## config.mk

```make
export PLATFORM = sky130hd
export DESIGN_NAME = pcrd_quot
export DESIGN_NICKNAME = d
export VERILOG_FILES = /design/src/rtl/pcrd_pkg.sv /design/src/rtl/pcrd_quot.sv
export SDC_FILE = /design/constraint.sdc
export NUM_CORES = 2
export LEC_CHECK = 0
export BUFFER_PORTS_ARGS = -buffer_cell sky130_fd_sc_hd__buf_4
export CORE_ASPECT_RATIO = 2
export CORE_MARGIN = 5
export CORE_UTILIZATION = 65
export CTS_CLUSTER_SIZE = 25
export DETAILED_ROUTE_END_ITERATION = 6
export HOLD_SLACK_MARGIN = 0.1
export PLACE_DENSITY = 0.83
export SYNTH_ARGS = -nofsm -noshare
export SYNTH_HDL_FRONTEND = slang
export SYNTH_SLANG_ARGS = --single-unit
```

## constraint.sdc

```tcl
create_clock -name i_clk -period 11 [get_ports i_clk]
set_clock_uncertainty 0.15 [all_clocks]
set_input_delay 0 -clock i_clk [delete_from_list [all_inputs] [get_ports i_clk]]
set_output_delay 0 -clock i_clk [all_outputs]
set_load 0.05 [all_outputs]
```

## src/rtl/pcrd_pkg.sv

```systemverilog
// Shared widths, latencies, register codes and types for the pinhole camera ray generator.
// Used by every module under rtl; depends on nothing.
package pcrd_pkg;

    localparam int COORD_BITS    = 12;
    localparam int DIM_BITS      = COORD_BITS + 1;
    localparam int VEC_FRAC_BITS = 14;
    localparam int VEC_BITS      = VEC_FRAC_BITS + 2;
    localparam int VEC_REG_BITS  = 3 * VEC_BITS;
    localparam int SCALE_BITS    = 16;
    localparam int SCALE_FRAC    = 12;
    localparam int SCR_FRAC      = 16;

    // Screen coordinate divider and view scaling.
    localparam int SNUM_BITS = DIM_BITS + SCR_FRAC;
    localparam int PROD_BITS = SNUM_BITS + SCALE_BITS;
    localparam int TM_BITS   = PROD_BITS - SCALE_FRAC;
    localparam int T_BITS    = TM_BITS + 1;

    // Basis combination and normalization window.
    localparam int PR_BITS  = VEC_BITS + T_BITS;
    localparam int C_BITS   = PR_BITS + 2;
    localparam int NSH      = $clog2(C_BITS);
    localparam int NW_BITS  = 2 ** NSH;
    localparam int NORM_TOP = 30;

    // Length and final division.
    localparam int SQ_BITS   = 2 * NORM_TOP;
    localparam int SUM_BITS  = SQ_BITS + 2;
    localparam int SQ_STEPS  = SUM_BITS / 2;
    localparam int LEN_BITS  = NORM_TOP + 1;
    localparam int OUT_FRAC  = 15;
    localparam int OUT_BITS  = 16;
    localparam int QN_BITS   = NORM_TOP + OUT_FRAC + 1;
    localparam int Q_STEPS   = OUT_FRAC + 1;

    // Register stages of each unit.
    localparam int LAT_SCR = SNUM_BITS + 3;
    localparam int LAT_NRM = NSH + 2;
    localparam int LAT_SQ  = SQ_STEPS + 2;
    localparam int LAT_QUO = Q_STEPS + 2;
    localparam int LAT_TOT = LAT_SCR + LAT_NRM + LAT_SQ + LAT_QUO;

    localparam int CFG_IDX_BITS  = 3;
    localparam int CFG_DATA_BITS = VEC_REG_BITS;

    typedef enum logic [CFG_IDX_BITS-1:0] {
        CFG_FORWARD,
        CFG_RIGHT,
        CFG_UP,
        CFG_SCALE,
        CFG_WIDTH,
        CFG_HEIGHT
    } t_cfg_idx;

    localparam logic [VEC_REG_BITS-1:0] RST_FORWARD = VEC_REG_BITS'(1 << VEC_FRAC_BITS);
    localparam logic [VEC_REG_BITS-1:0] RST_RIGHT   = '0;
    localparam logic [VEC_REG_BITS-1:0] RST_UP      = '0;
    localparam logic [SCALE_BITS-1:0]   RST_SCALE   = SCALE_BITS'(1 << SCALE_FRAC);
    localparam logic [DIM_BITS-1:0]     RST_WIDTH   = DIM_BITS'(640);
    localparam logic [DIM_BITS-1:0]     RST_HEIGHT  = DIM_BITS'(480);

    // Normalized direction handed from the normalizer to the length and divide stages.
    typedef struct packed {
        logic [2:0][NORM_TOP-1:0] mag;
        logic [2:0]               neg;
        logic                     zero;
    } t_nrm;

endpackage

```

## src/rtl/pcrd_quot.sv

```systemverilog
// One output component: rounded magnitude/length divide, sign restore and saturation, or zero for a zero sum.
// Depends on pcrd_pkg.
module pcrd_quot (
    input  logic                                   i_clk,
    input  logic                                   i_en,
    input  logic [pcrd_pkg::NORM_TOP-1:0]          i_mag,
    input  logic                                   i_neg,
    input  logic                                   i_zero,
    input  logic [pcrd_pkg::LEN_BITS-1:0]          i_len,
    output logic signed [pcrd_pkg::OUT_BITS-1:0]   o_dir
);
    localparam int QN = pcrd_pkg::QN_BITS;
    localparam int QS = pcrd_pkg::Q_STEPS;
    localparam int LB = pcrd_pkg::LEN_BITS;
    localparam int OB = pcrd_pkg::OUT_BITS;
    localparam logic [QS-1:0] POS_MAX = QS'((1 << (OB - 1)) - 1);
    localparam logic [QS-1:0] NEG_MAX = QS'(1 << (OB - 1));

    logic [QN-1:0] r_rem  [0:QS];
    logic [QS-1:0] r_q    [0:QS];
    logic [LB-1:0] r_len  [0:QS];
    logic          r_neg  [0:QS];
    logic          r_zero [0:QS];
    logic [OB-1:0] r_dir;
    logic [QS-1:0] q;

    always_ff @(posedge i_clk) begin
        if (i_en) begin
            r_rem[0]  <= QN'({i_mag, pcrd_pkg::OUT_FRAC'(0)}) + QN'(i_len >> 1);
            r_q[0]    <= '0;
            r_len[0]  <= i_len;
            r_neg[0]  <= i_neg;
            r_zero[0] <= i_zero;
        end
    end

    for (genvar k = 1; k <= QS; k++) begin : g_div
        localparam int B = QS - k;
        logic [QN:0] dsh;
        assign dsh = (QN+1)'(r_len[k-1]) << B;
        always_ff @(posedge i_clk) begin
            if (i_en) begin
                r_len[k]  <= r_len[k-1];
                r_neg[k]  <= r_neg[k-1];
                r_zero[k] <= r_zero[k-1];
                if ((QN+1)'(r_rem[k-1]) >= dsh) begin
                    r_rem[k] <= r_rem[k-1] - QN'(dsh);
                    r_q[k]   <= r_q[k-1] | (QS'(1) << B);
                end else begin
                    r_rem[k] <= r_rem[k-1];
                    r_q[k]   <= r_q[k-1];
                end
            end
        end
    end

    assign q = r_q[QS];

    always_ff @(posedge i_clk) begin
        if (i_en) begin
            if (r_zero[QS]) begin
                r_dir <= '0;
            end else if (r_neg[QS]) begin
                r_dir <= (q > NEG_MAX) ? OB'(NEG_MAX) : -OB'(q);
            end else begin
                r_dir <= (q > POS_MAX) ? OB'(POS_MAX) : OB'(q);
            end
        end
    end

    assign o_dir = $signed(r_dir);

endmodule

```

# After elaboration in Yosys (flattened, before gate mapping)

Memory sizes are Yosys's and may differ from the RTL's.
Index checks and enable logic that the tools add are counted.

Register bits: 16
Bits in writable memories: 1,615
Bits of input ports: 65
Output and inout bits: 16
Word-level logic and storage cells: 207
Memories: 5

$add $sub $neg: 18
Order comparisons: 18
Multiplexer cells: 133
Bitwise gates (word level): 32

Memory list:

| name   | words | width | rd ports | clocked after Yosys merged registers in | write ports | RTL line        | text |
|---|---|---|---|---|---|---|---|
| r_rem  | 17    | 46    | 16       | 0                                       | 17          | pcrd_quot.sv:19 | `logic [QN-1:0] r_rem [0:QS];` |
| r_len  | 17    | 31    | 16       | 0                                       | 17          | pcrd_quot.sv:21 | `logic [LB-1:0] r_len [0:QS];` |
| r_q    | 17    | 16    | 17       | 0                                       | 17          | pcrd_quot.sv:20 | `logic [QS-1:0] r_q [0:QS];` |
| r_neg  | 17    | 1     | 17       | 0                                       | 17          | pcrd_quot.sv:22 | `logic r_neg [0:QS];` |
| r_zero | 17    | 1     | 17       | 0                                       | 17          | pcrd_quot.sv:23 | `logic r_zero [0:QS];` |

Operators with widths:

| operator                                         | number |
|---|---|
| 46-bit 2-to-1 mux                                | 16 |
| 16-bit 2-to-1 mux                                | 19 |
| 1-bit 2-to-1 mux                                 | 98 |
| 45-bit by 30-bit adder with 46-bit output        | 1 |
| 46-bit by 31-bit >= comparator with 1-bit output | 1 |
| 46-bit by 32-bit >= comparator with 1-bit output | 1 |
| 46-bit by 33-bit >= comparator with 1-bit output | 1 |
| 46-bit by 34-bit >= comparator with 1-bit output | 1 |
| 46-bit by 35-bit >= comparator with 1-bit output | 1 |
| 46-bit by 36-bit >= comparator with 1-bit output | 1 |
| 46-bit by 37-bit >= comparator with 1-bit output | 1 |
| 46-bit by 38-bit >= comparator with 1-bit output | 1 |
| 46-bit by 39-bit >= comparator with 1-bit output | 1 |
| 46-bit by 40-bit >= comparator with 1-bit output | 1 |
| 46-bit by 41-bit >= comparator with 1-bit output | 1 |
| 46-bit by 42-bit >= comparator with 1-bit output | 1 |
| 46-bit by 43-bit >= comparator with 1-bit output | 1 |
| 46-bit by 44-bit >= comparator with 1-bit output | 1 |
| 46-bit by 45-bit >= comparator with 1-bit output | 1 |
| 46-bit >= comparator                             | 1 |
| 46-bit by 31-bit subtractor with 46-bit output   | 1 |
| 46-bit by 32-bit subtractor with 46-bit output   | 1 |
| 46-bit by 33-bit subtractor with 46-bit output   | 1 |
| 46-bit by 34-bit subtractor with 46-bit output   | 1 |
| other kinds (16)                                 | 47 |

# Longest topological paths before layout

An unclocked memory read counts as a cell.

Word-level depth: 6
Mapped depth: 16
Mapped depth without buffers: 14

# Worst setup path after synthesis

OpenSTA, ideal clock, no wires.

Path type: reg2reg
Start: mem r_rem[14][34] (netlist bit)
End: mem r_rem[15][43] (netlist bit), data pin
Setup time: 0.267 ns
Arrival time: 3.509 ns
Data required time: 10.583 ns
Slack: 7.074 ns
Stages on the path, launching flop included: 10
Path buffers: 0
Period minus slack after synthesis: 3.926 ns
Cell sequence: edfxtp_1 > or4_1 > or3_1 > or3_4 > o41a_1 > a32o_1 > or3_4 > or4_4 > nor4_2 > xor2_1

RTL lines:

| element         | RTL line |
|---|---|
| start, declared | pcrd_quot.sv:19 |

==> results.txt <==
R2R Path End: r_rem[15][42]
Power consumption: 22.2 mW
Hold Slack: 0.215 ns
Final setup fails: 0
Cell Area, Synth: 0.0778 sq mm
Critical path type: flop to flop
Initial Util: 65.4%
Post-synth EDFFs: 1403
Netlist cell types: 90
Post-Place Cells: 8550
Post-route cell area: 0.0856 sq mm
CP endpoint kind: flop
Critical Path AT: 5.67 ns
Nature of the critical path startpoint: flop
WHS Endpoint: r_rem[0][19]
Layout cells sized above 1: 5.37%
Wire per inst: 23.1 um
Top post-synthesis cells by area: edfxtp_1 54%, ha_1 8.2%, a21oi_1 4.2%, xnor2_1 3.2%, inv_1 3.1%
Tot GR Track Use: 31.7%
Max VDD drop: 0.000204 V
Reg clk slew, reported paths: 0.07 ns
Worst-Skew Late Latency: 0.76 ns
Placed cell area: 0.0802 sq mm
FF+latch count, synth: 1403
Hold path depth: 4
HP Start: i_mag[4]
# Post-CTS Setup Buffers: 0
Antenna violations before repair: 3
Net count after synthesis: 7652
Iter 0 DRT Violations: 3177
Clk sinks: 1403
Ports: 81
Core Util, Final: 72.0%
Most frequent cells in the layout: 1403 x edfxtp_1, 645 x a21oi_1, 637 x inv_1, 538 x nand2_1, 512 x ha_1
DP Worst Slack: 5.81 ns
Max frequency: 188 MHz
Clk buf depth: 3
Drt pass-1 iters: 6
Vias in the first global route: 59808
GRT Residual Overflow: 0
Outcome: complete, no violations
H-tree depth: 3
Cell taking the most area after synthesis: edfxtp_1
Fin crit share: 48.5%
Yosys top cell area share: 54.2%
Worst-margin pin slew: 1.44 ns
Die H: 499 um
Rel. slew slack: 3.38%
Gp weighted congestion: 1.00
Core Footprint: 0.119 sq mm
I/O Buffers: 80
Worst endpoint required time: 11.34 ns
Largest net degree at the start of global routing: 164
Minimum clock period after layout: 5.33 ns
FF-to-FF path depth: 14
Via-to-Cell Ratio: 6.31
Dpl hpwl: 156 mm
Dominant synthesized flop cell: edfxtp_1
Non-filler cells, final: 8927
Flop2flop setup slack: 5.67 ns
Commonest non-fill, non-tap cell in the layout: edfxtp_1
Via Count: 56296
Final WS setup: 5.67 ns
Die width: 255 um
Antenna-violating nets left: 0
Synth-to-layout area growth: 10.1%
Layout Nets: 7864
TritonCTS buffer count: 118
First-pass GRT wire length: 309 mm
RR Startpoint: r_rem[14][6]
Final Hold Viols: 0
DRC: 0
Root Buffer: clkbuf_16
Cells after synthesis: 7059
Synthesized area per cell: 11.0 sq um
Crit Path Max Fanout: 29
RSZ-0062 raised after global routing: no
CTS tree: built
Leak pwr: 34.0 nW
Num rows: 179
Die ar.: 0.127 sq mm
Setup TNS: 0 ns
Hold Crit Class: input port to flop
Post-synth ARST share: 0%
Power Density: 259 mW/mm^2
Max Slew Vio Count: 0
Max-cap violation count: 0
Register area share after synthesis: 54.2%
Post-CTS sizing: 0
Routed Wire Length: 206 mm
Synth Warn #: 0
worst max path at each step:
stage	start	endpoint	slack, ns	depth (start not counted)
floorplan	r_rem[14][34]	r_rem[15][43]	7.07	9
global placement	r_rem[9][29]	r_rem[10][45]	5.32	12
detailed placement	r_rem[8][10]	r_rem[9][10]	5.81	12
CTS	r_rem[8][10]	r_rem[9][25]	5.73	12
global route	r_rem[8][10]	r_rem[9][10]	5.46	12
finish	r_rem[14][6]	r_rem[15][42]	5.67	14
repair_timing:
| item | CTS | global route |
|---|---|---|
| endpoints found under the setup margin | 0 | 0 |
| endpoints found under the hold margin | 186 | 0 |
| hold buffers | 139 | 0 |
flip-flops by register name, summed over array words and instances (netlist names):
name / cells
r_rem: 721
r_len: 496
r_q: 136
r_neg: 17
r_zero: 17
o_dir: 16
Yosys cell counts, drive strengths merged (19+ instances only):
cell    number
nor4        59
edfxtp    1403
xnor2      288
nor3       110
o21ai      451
a211oi      43
nand4       81
nor2       497
or4         31
nor4b       21
or2         22
or3         48
a21oi      647
o21bai      61
nor3b       19
o31ai       42
o211ai      27
a21o       254
and2        34
inv        650
o21a        36
nor2b       81
ha         512
clkbuf     176
a31oi       67
nand2      538
and3        48
and4        22
nand3      121
xor2       228
mux2        93
nand3b      21
nand2b      71
cell families after synthesis:
family	synth area share, %
simple gates	11.5
compound gates	14.4
flops	54.2
buf+inv	4.03
fa+ha+maj	8.65
xor+xnor	5.81
mux	1.42
layout make-up:
class | instances | area, sq um
diodes | 15 | 37.5
clock buffers | 130 | 3000
clock inverters | 93 | 1020
fillers | 7918 | 33300
inverters | 652 | 2450
multi-input cells | 4821 | 32600
flip-flops and latches | 1403 | 42100
well taps | 1538 | 1920
repair buffers | 275 | 2440
where the power goes:
part           switching (mW)  leakage, nW  internal, mW
registers               0.721         13.6          7.61
clock network            2.01         1.93          2.41
logic                    5.63         18.5          3.83
total                    8.36         34.0          13.8
critical path, cell delays in order (launching register included):
cell and delay (ns):
edfxtp_1 0.41, ha_1 0.40, inv_1 0.09, nor3_1 0.97, o31ai_1 0.38, a21oi_1 0.27
buf_4 0.18, a31oi_1 0.30, a21oi_1 0.37, nor3_2 0.08, buf_4 0.26, inv_2 0.42
o2111ai_1 0.24, nor4_1 0.39, xor2_1 0.12
routing by layer:
layer | vias to the layer above | part of all wire (%) | track usage (%)
li1 | 26314 | - | -
met2 | 2126 | 57 | 64.0
met5 | - | 0 | 0
met3 | 1103 | 3.4 | 3.53
met4 | 0 | 15 | 36.2
met1 | 26753 | 25 | 21.2
(Power assumes the default switching activity.)
