`config.mk`:
```
export PLATFORM = sky130hd
export DESIGN_NAME = pcrd_screen
export DESIGN_NICKNAME = d
export VERILOG_FILES = /design/src/rtl/pcrd_pkg.sv /design/src/rtl/pcrd_screen.sv
export SDC_FILE = /design/constraint.sdc
export NUM_CORES = 2
export LEC_CHECK = 0
export BUFFER_PORTS_ARGS = -buffer_cell sky130_fd_sc_hd__buf_2
export CORE_ASPECT_RATIO = 1.2
export CORE_MARGIN = 4
export CORE_UTILIZATION = 40
export DETAILED_ROUTE_END_ITERATION = 10
export PLACE_DENSITY = 0.65
export SYNTH_ARGS = -nofsm -noshare
export SYNTH_HDL_FRONTEND = slang
export SYNTH_SLANG_ARGS = --single-unit
```
`constraint.sdc`:
```
create_clock -name i_clk -period 5.8 [get_ports i_clk]
set_input_delay 0.29 -clock i_clk [delete_from_list [all_inputs] [get_ports i_clk]]
set_output_delay 0.29 -clock i_clk [all_outputs]
set_load 0.02 [all_outputs]
```
`src/rtl/pcrd_pkg.sv`:
```
// Shared widths, latencies, register codes and types for the pinhole camera ray generator.
// Used by every module under rtl; depends on nothing.
package pcrd_pkg;

    localparam int COORD_BITS    = 12;
    localparam int DIM_BITS      = COORD_BITS + 1;
    localparam int VEC_FRAC_BITS = 14;
    localparam int VEC_BITS      = VEC_FRAC_BITS + 2;
    localparam int VEC_REG_BITS  = 3 * VEC_BITS;
    localparam int SCALE_BITS    = 16;
    localparam int SCALE_FRAC    = 12;
    localparam int SCR_FRAC      = 16;

    // Screen coordinate divider and view scaling.
    localparam int SNUM_BITS = DIM_BITS + SCR_FRAC;
    localparam int PROD_BITS = SNUM_BITS + SCALE_BITS;
    localparam int TM_BITS   = PROD_BITS - SCALE_FRAC;
    localparam int T_BITS    = TM_BITS + 1;

    // Basis combination and normalization window.
    localparam int PR_BITS  = VEC_BITS + T_BITS;
    localparam int C_BITS   = PR_BITS + 2;
    localparam int NSH      = $clog2(C_BITS);
    localparam int NW_BITS  = 2 ** NSH;
    localparam int NORM_TOP = 30;

    // Length and final division.
    localparam int SQ_BITS   = 2 * NORM_TOP;
    localparam int SUM_BITS  = SQ_BITS + 2;
    localparam int SQ_STEPS  = SUM_BITS / 2;
    localparam int LEN_BITS  = NORM_TOP + 1;
    localparam int OUT_FRAC  = 15;
    localparam int OUT_BITS  = 16;
    localparam int QN_BITS   = NORM_TOP + OUT_FRAC + 1;
    localparam int Q_STEPS   = OUT_FRAC + 1;

    // Register stages of each unit.
    localparam int LAT_SCR = SNUM_BITS + 3;
    localparam int LAT_NRM = NSH + 2;
    localparam int LAT_SQ  = SQ_STEPS + 2;
    localparam int LAT_QUO = Q_STEPS + 2;
    localparam int LAT_TOT = LAT_SCR + LAT_NRM + LAT_SQ + LAT_QUO;

    localparam int CFG_IDX_BITS  = 3;
    localparam int CFG_DATA_BITS = VEC_REG_BITS;

    typedef enum logic [CFG_IDX_BITS-1:0] {
        CFG_FORWARD,
        CFG_RIGHT,
        CFG_UP,
        CFG_SCALE,
        CFG_WIDTH,
        CFG_HEIGHT
    } t_cfg_idx;

    localparam logic [VEC_REG_BITS-1:0] RST_FORWARD = VEC_REG_BITS'(1 << VEC_FRAC_BITS);
    localparam logic [VEC_REG_BITS-1:0] RST_RIGHT   = '0;
    localparam logic [VEC_REG_BITS-1:0] RST_UP      = '0;
    localparam logic [SCALE_BITS-1:0]   RST_SCALE   = SCALE_BITS'(1 << SCALE_FRAC);
    localparam logic [DIM_BITS-1:0]     RST_WIDTH   = DIM_BITS'(640);
    localparam logic [DIM_BITS-1:0]     RST_HEIGHT  = DIM_BITS'(480);

    // Normalized direction handed from the normalizer to the length and divide stages.
    typedef struct packed {
        logic [2:0][NORM_TOP-1:0] mag;
        logic [2:0]               neg;
        logic                     zero;
    } t_nrm;

endpackage

```
`src/rtl/pcrd_screen.sv`:
```
// Screen coordinate of one axis: restoring divider by the image size, then view scaling.
// Depends on pcrd_pkg.
module pcrd_screen (
    input  logic                                 i_clk,
    input  logic                                 i_en,
    input  logic                                 i_flip,
    input  logic [pcrd_pkg::COORD_BITS-1:0]      i_p,
    input  logic [pcrd_pkg::DIM_BITS-1:0]        i_n,
    input  logic [pcrd_pkg::SCALE_BITS-1:0]      i_scale,
    output logic signed [pcrd_pkg::T_BITS-1:0]   o_t
);
    localparam int DB = pcrd_pkg::DIM_BITS;
    localparam int NB = pcrd_pkg::SNUM_BITS;
    localparam int PB = pcrd_pkg::PROD_BITS;
    localparam int TB = pcrd_pkg::T_BITS;
    localparam int WB = NB + DB;

    logic [DB-1:0]   d;
    logic [DB+1:0]   num;
    logic [DB+1:0]   num_abs;
    logic            num_neg;
    logic [NB-1:0]   n0;
    logic [PB-1:0]   tm_full;

    logic [NB-1:0]   r_rem [0:NB];
    logic [NB-1:0]   r_q   [0:NB];
    logic            r_sgn [0:NB];
    logic [PB-1:0]   r_prod;
    logic            r_sgnp;
    logic [TB-1:0]   r_t;

    // A zero size register behaves as one.
    assign d       = (i_n == '0) ? DB'(1) : i_n;
    assign num     = (DB+2)'({i_p, 1'b1}) - (DB+2)'(d);
    assign num_neg = num[DB+1];
    assign num_abs = num_neg ? -num : num;
    assign n0      = {num_abs[DB-1:0], pcrd_pkg::SCR_FRAC'(0)} + NB'(d >> 1);

    always_ff @(posedge i_clk) begin
        if (i_en) begin
            r_rem[0] <= n0;
            r_q[0]   <= '0;
            r_sgn[0] <= num_neg ^ i_flip;
        end
    end

    for (genvar k = 1; k <= NB; k++) begin : g_div
        localparam int B = NB - k;
        logic [WB-1:0] dsh;
        assign dsh = WB'(d) << B;
        always_ff @(posedge i_clk) begin
            if (i_en) begin
                r_sgn[k] <= r_sgn[k-1];
                if (WB'(r_rem[k-1]) >= dsh) begin
                    r_rem[k] <= r_rem[k-1] - NB'(dsh);
                    r_q[k]   <= r_q[k-1] | (NB'(1) << B);
                end else begin
                    r_rem[k] <= r_rem[k-1];
                    r_q[k]   <= r_q[k-1];
                end
            end
        end
    end

    assign tm_full = (r_prod + PB'(1 << (pcrd_pkg::SCALE_FRAC - 1))) >> pcrd_pkg::SCALE_FRAC;

    always_ff @(posedge i_clk) begin
        if (i_en) begin
            r_prod <= PB'(r_q[NB]) * PB'(i_scale);
            r_sgnp <= r_sgn[NB];
            r_t    <= r_sgnp ? -TB'(tm_full) : TB'(tm_full);
        end
    end

    assign o_t = $signed(r_t);

endmodule

```
* Word level (Yosys, flattened, before mapping)
Memory sizes are Yosys's and may differ from the RTL's. A register that Yosys moved wholly into a read port is not among the register bits.
Index checks and enable logic that the tools add are counted.
** Word-level totals
- Register bits after elaboration :: 79
- RAM bits :: 1770
- Bits of input ports :: 44
- Output and inout port bits :: 34
- Memories kept :: 3
** Cells by class
- Add/sub/neg operators :: 34
- Multipliers :: 1
- Order comparisons :: 29
- Muxes and demuxes :: 237
- Bitwise operators :: 59
- Reduce and logical (&&, ||, !) cells :: 1
** Memories
- r_q :: words 30, bits a word 29, read ports 30, clocked after Yosys merged registers in 0, wr ports 30, RTL line pcrd_screen.sv:26 : logic [NB-1:0] r_q [0:NB];
- r_rem :: words 30, bits a word 29, read ports 29, clocked after Yosys merged registers in 0, wr ports 30, RTL line pcrd_screen.sv:25 : logic [NB-1:0] r_rem [0:NB];
- r_sgn :: words 30, bits a word 1, read ports 30, clocked after Yosys merged registers in 1, wr ports 30, RTL line pcrd_screen.sv:27 : logic r_sgn [0:NB];
** Operators by type and width (count)
- $mux W29 :: 58
- $sub A29 B29 Y29 :: 13
- $mux W1 :: 176
- $or A1 B1 Y1 :: 58
- $add A45 B12 Y45 const B :: 1
- $mul A29 B16 Y45 :: 1
- $ge A29 B41 Y1 :: 1
- $ge A29 B40 Y1 :: 1
- $ge A29 B39 Y1 :: 1
- $ge A29 B38 Y1 :: 1
- $ge A29 B37 Y1 :: 1
- $ge A29 B36 Y1 :: 1
- $ge A29 B35 Y1 :: 1
- $ge A29 B34 Y1 :: 1
- $neg A33 Y34 :: 1
- $ge A29 B33 Y1 :: 1
- $mux W33 :: 1
- $ge A29 B32 Y1 :: 1
- $ge A29 B31 Y1 :: 1
- $ge A29 B30 Y1 :: 1
- $add A29 B12 Y29 :: 1
- $ge A29 B13 Y1 :: 1
- $ge A29 B14 Y1 :: 1
- $ge A29 B15 Y1 :: 1
- 35 further kinds :: 36

* Depth between registers and ports, before layout
- Depth after elaboration :: 7
- Gate-level depth with buffers :: 25
- Gate-level depth less buffers :: 23

* Least setup slack after synthesis
OpenSTA, ideal clock, no wires.
- Path kind :: input to register
- Start point :: input i_scale[9] (netlist bit)
- End point :: register r_prod[44] (data pin)
- Data arrival time :: 5.940 ns
- Data required time :: 5.540 ns
- Path slack :: -0.400 ns
- Cell stages on the path :: 22
- Buffers on the path :: 2
- Cell sequence :: clkbuf_1 > clkbuf_1 > nand2_1 > fa_1 > inv_1 > fa_1 > fa_1 > fa_1 > fa_1 > inv_1 > fa_1 > inv_1 > ha_1 > a211oi_1 > o211ai_1 > o211ai_1 > o21ai_0 > a31oi_1 > nand4_1 > a31oi_1 > o21ai_0 > xnor2_1
** On the way
- Cells in the longest elaborated chain, start to end :: 1
** Ends and longest elaborated chain
- start, declared :: RTL line pcrd_screen.sv:9 : input logic [pcrd_pkg::SCALE_BITS-1:0] i_scale,
- $mul A29 B16 Y45 :: RTL line pcrd_screen.sv:69 : r_prod <= PB'(r_q[NB]) * PB'(i_scale);
- end signal, assigned :: RTL line pcrd_screen.sv:69
- end, declared :: RTL line pcrd_screen.sv:28 : logic [PB-1:0] r_prod;
Every way passes these cells.
A chain may end at the register's enable or synchronous reset.

==> impl_metrics.csv <==
group,metric,value,unit
floorplanning,die_area,195000,µm²
floorplanning,dieWidth,404,µm
cells_and_area,areaGrowthSynthToFinish,14.3,%
floorplanning,row_count,174,
worst_setup_path,arrival,6610,ps
cells_and_area,postLayoutCoreUtil,45.9,%
yosys,synth-seq-cells,1313,
sta,tightest_slew,1170,ps
pwr,power_density,571,nW/µm²
clock_network,cts_root_buf,"clkbuf_16",
yosys,netlist.top_cell.by_area,"edfxtp_1",
yosys,ys.flop_type,"edfxtp_1",
sta,finalHoldWorstSlack,92.2,ps
sta,rsz0062_at_grt,"true",
pwr,leakage,33.6,nW
yosys,synth_area_leaders,"edfxtp_1 52%, fa_1 11%, ha_1 7.1%",
yosys,synth_most_common_cell,"edfxtp_1",
run_status,violations,"negative setup slack",
yosys,synth_edf_count,1313,
place,gp_congestion,0.898,
pwr,finalPower,49.1,mW
yosys,netlist_area,75300,µm²
place,dp_cells,8662,
yosys,synth_cell_types,97,
clock_network,cts.clk_slew.worst_paths,60,ps
cells_and_area,nets,7263,
yosys,syn_area_per_cell,12.4,µm²
global_routing,grt_pass1_vias,47659,
pwr,peakVddDrop,1.03,mV
drt,vias,46858,
clock_network,insertion_delay,810,ps
sta,min_period,6100,ps
floorplanning,coreArea,187000,µm²
worst_setup_path,worstPathMaxFanout,5,
yosys,ys_warn_count,0,
floorplanning,io_pins,78,
clock_network,cts_tree,"done",
place,hpwlAfterDp,120000,µm
global_routing,grt_pass1_wl,258000,µm
sta,report.final.hold_viol_count,0,
clock_network,htreeDepth,4,
yosys,synthCells,6052,
floorplanning,die_y,483,µm
run_status,status,"finished, violations left",
worst_setup_path,endpoint_kind,"flop",
place,io_buffers,77,
sta,slew_headroom,21.4,%
sta,final.setup.tns,-4100,ps
sta,setup_viol,26,
cells_and_area,design_area,86000,µm²
yosys,synthArstFlopShare,0,%
sta,setup_slack,-302,ps
worst_setup_path,path_class,"reg -> reg",
global_routing,grt_max_degree,162,
drt,routed_wl,164000,µm
sta,drv_slew,0,
clock_network,numCtsBuffers,144,
worst_setup_path,startpoint_type,"flop",
yosys,ys_seq_area_share,52.4,%
clock_network,clockBufferDepth,3,
sta,fmax,0.164,GHz
drt,routedWlPerCell,18.2,µm
drt,final_antenna_net_count,0,
sta,post-route-period-util,105,%
global_routing,grt_use_total,16.6,%
min_path,hold_path_class,"in -> reg",
drt,dr.pass1.iters,7,
yosys,synth.top_cell.area_share,52.4,%
yosys,ys_top_cells_by_count,"1313 x edfxtp_1, 582 x inv_1, 523 x nand2_1, 428 x ha_1, 402 x fa_1",
worst_setup_path,worstPathRequired,6310,ps
place,placed_area,80400,µm²
cells_and_area,layout.cells.non_filler,8974,
job,cap_violations,0,
drt,drt_iter0_markers,3148,
place,dp_slack,-678,ps
drt,remaining_drc_errors,0,
drt,viasPerCell,5.22,
cells_and_area,drive_gt1_share,13.3,%
floorplanning,initial_core_util,40.2,%
global_routing,antenna_found_initial,3,
yosys,synth_fp_nets,6926,
clock_network,cts.sinks,1313,
global_routing,grt-ovfl-total,0,
sta,finClkSkew,39.3,ps
-- per-layer routing --
metal  vias up  GRT usage, %  share of wire [%]
li1      22228             -                  -
met1     23114          20.7                 42
met2      1134          28.5                 49
met3       380          2.72                4.7
met4         2          7.51                4.5
met5         -             0             0.0079
-- layout by cell type (no fill, tap or decap), types with 32 or more instances in the layout --
| cell type | netlist | layout |
|---|---|---|
| edfxtp_1 | 1313 | 1313 |
| inv_1 | 582 | 562 |
| nand2_1 | 523 | 513 |
| ha_1 | 428 | 411 |
| fa_1 | 402 | 383 |
| nor2_1 | 290 | 288 |
| xnor2_1 | 262 | 261 |
| a21oi_1 | 274 | 259 |
| buf_4 | 4 | 255 |
| o21ai_0 | 202 | 191 |
| and2_1 | 200 | 188 |
| xor2_1 | 175 | 175 |
| clkbuf_16 | 0 | 144 |
| a21o_1 | 112 | 111 |
| mux2_2 | 105 | 105 |
| nor4_1 | 91 | 91 |
| nor3_1 | 92 | 88 |
| nand4_1 | 79 | 79 |
| buf_2 | 4 | 76 |
| nand3_1 | 72 | 70 |
| nand2b_1 | 61 | 61 |
| nor2b_1 | 61 | 61 |
| and3_1 | 37 | 37 |
| o21a_1 | 33 | 33 |
| clkinv_1 | 0 | 32 |
-- flip-flops by register name, indices dropped and copies added, names as in the netlist --
signal,cells
r_sgnp,1
r_sgn,30
o_t,34
r_prod,34
r_q,435
r_rem,779
-- area by class of cell --
cell class,instances,area [µm²]
Clock inverter,99,1070
Inverter,584,2190
Antenna cell,4,10.0
Clock buffer,164,3680
Sequential cell,1313,39400
Fill cell,16577,101000
Multi-Input combinational cell,3953,33400
Tap cell,2464,3080
Timing Repair Buffer,393,3180
-- final timing paths --
check	start	end	slack [ps]	cells after the start
setup / recovery	r_q[1][382]	r_prod[38]	-300	22
hold / removal	i_p[0]	r_rem[0][17]	90	4
setup reg to reg	r_q[1][382]	r_prod[38]	-300	22
hold reg to reg	r_q[1][370]	r_q[1][399]	400	0
-- where the power goes --
group / internal [mW] / switching, mW
combinational: 12.6 / 12.9
clock: 5.16 / 3.93
sequential: 13.4 / 1.13
total: 31.1 / 18.0
-- logic make-up after synthesis --
group,synth area share (%)
flops,52.4
fa+ha+maj,17.8
compound gates,7.29
simple gates,11.5
buf+inv,3.99
xor+xnor,5.09
mux,1.92
-- critical path: stages (launching register included) --
cell and delay (ps):
edfxtp_1 450, buf_6 170, and2_4 150, fa_1 500
inv_2 40, fa_1 550, inv_2 40, fa_2 570
fa_1 430, fa_1 510, inv_2 40, fa_1 540
inv_2 50, ha_4 220, a21oi_4 120, o21ai_1 70
a21o_1 190, a21o_4 210, o2111ai_2 200, nand2_2 130
a2111oi_4 380, nor3_2 90, xor2_1 150
-- repair_timing --
action                                 CTS  global route
endpoints found under the hold margin   67             0
pin swaps                               59            96
setup endpoints to repair               28            30
gates cloned                             1             0
buffers inserted                        22            10
resized for setup                       62            76
hold buffers                            13             0
Power figures use the tool's default switching activity.
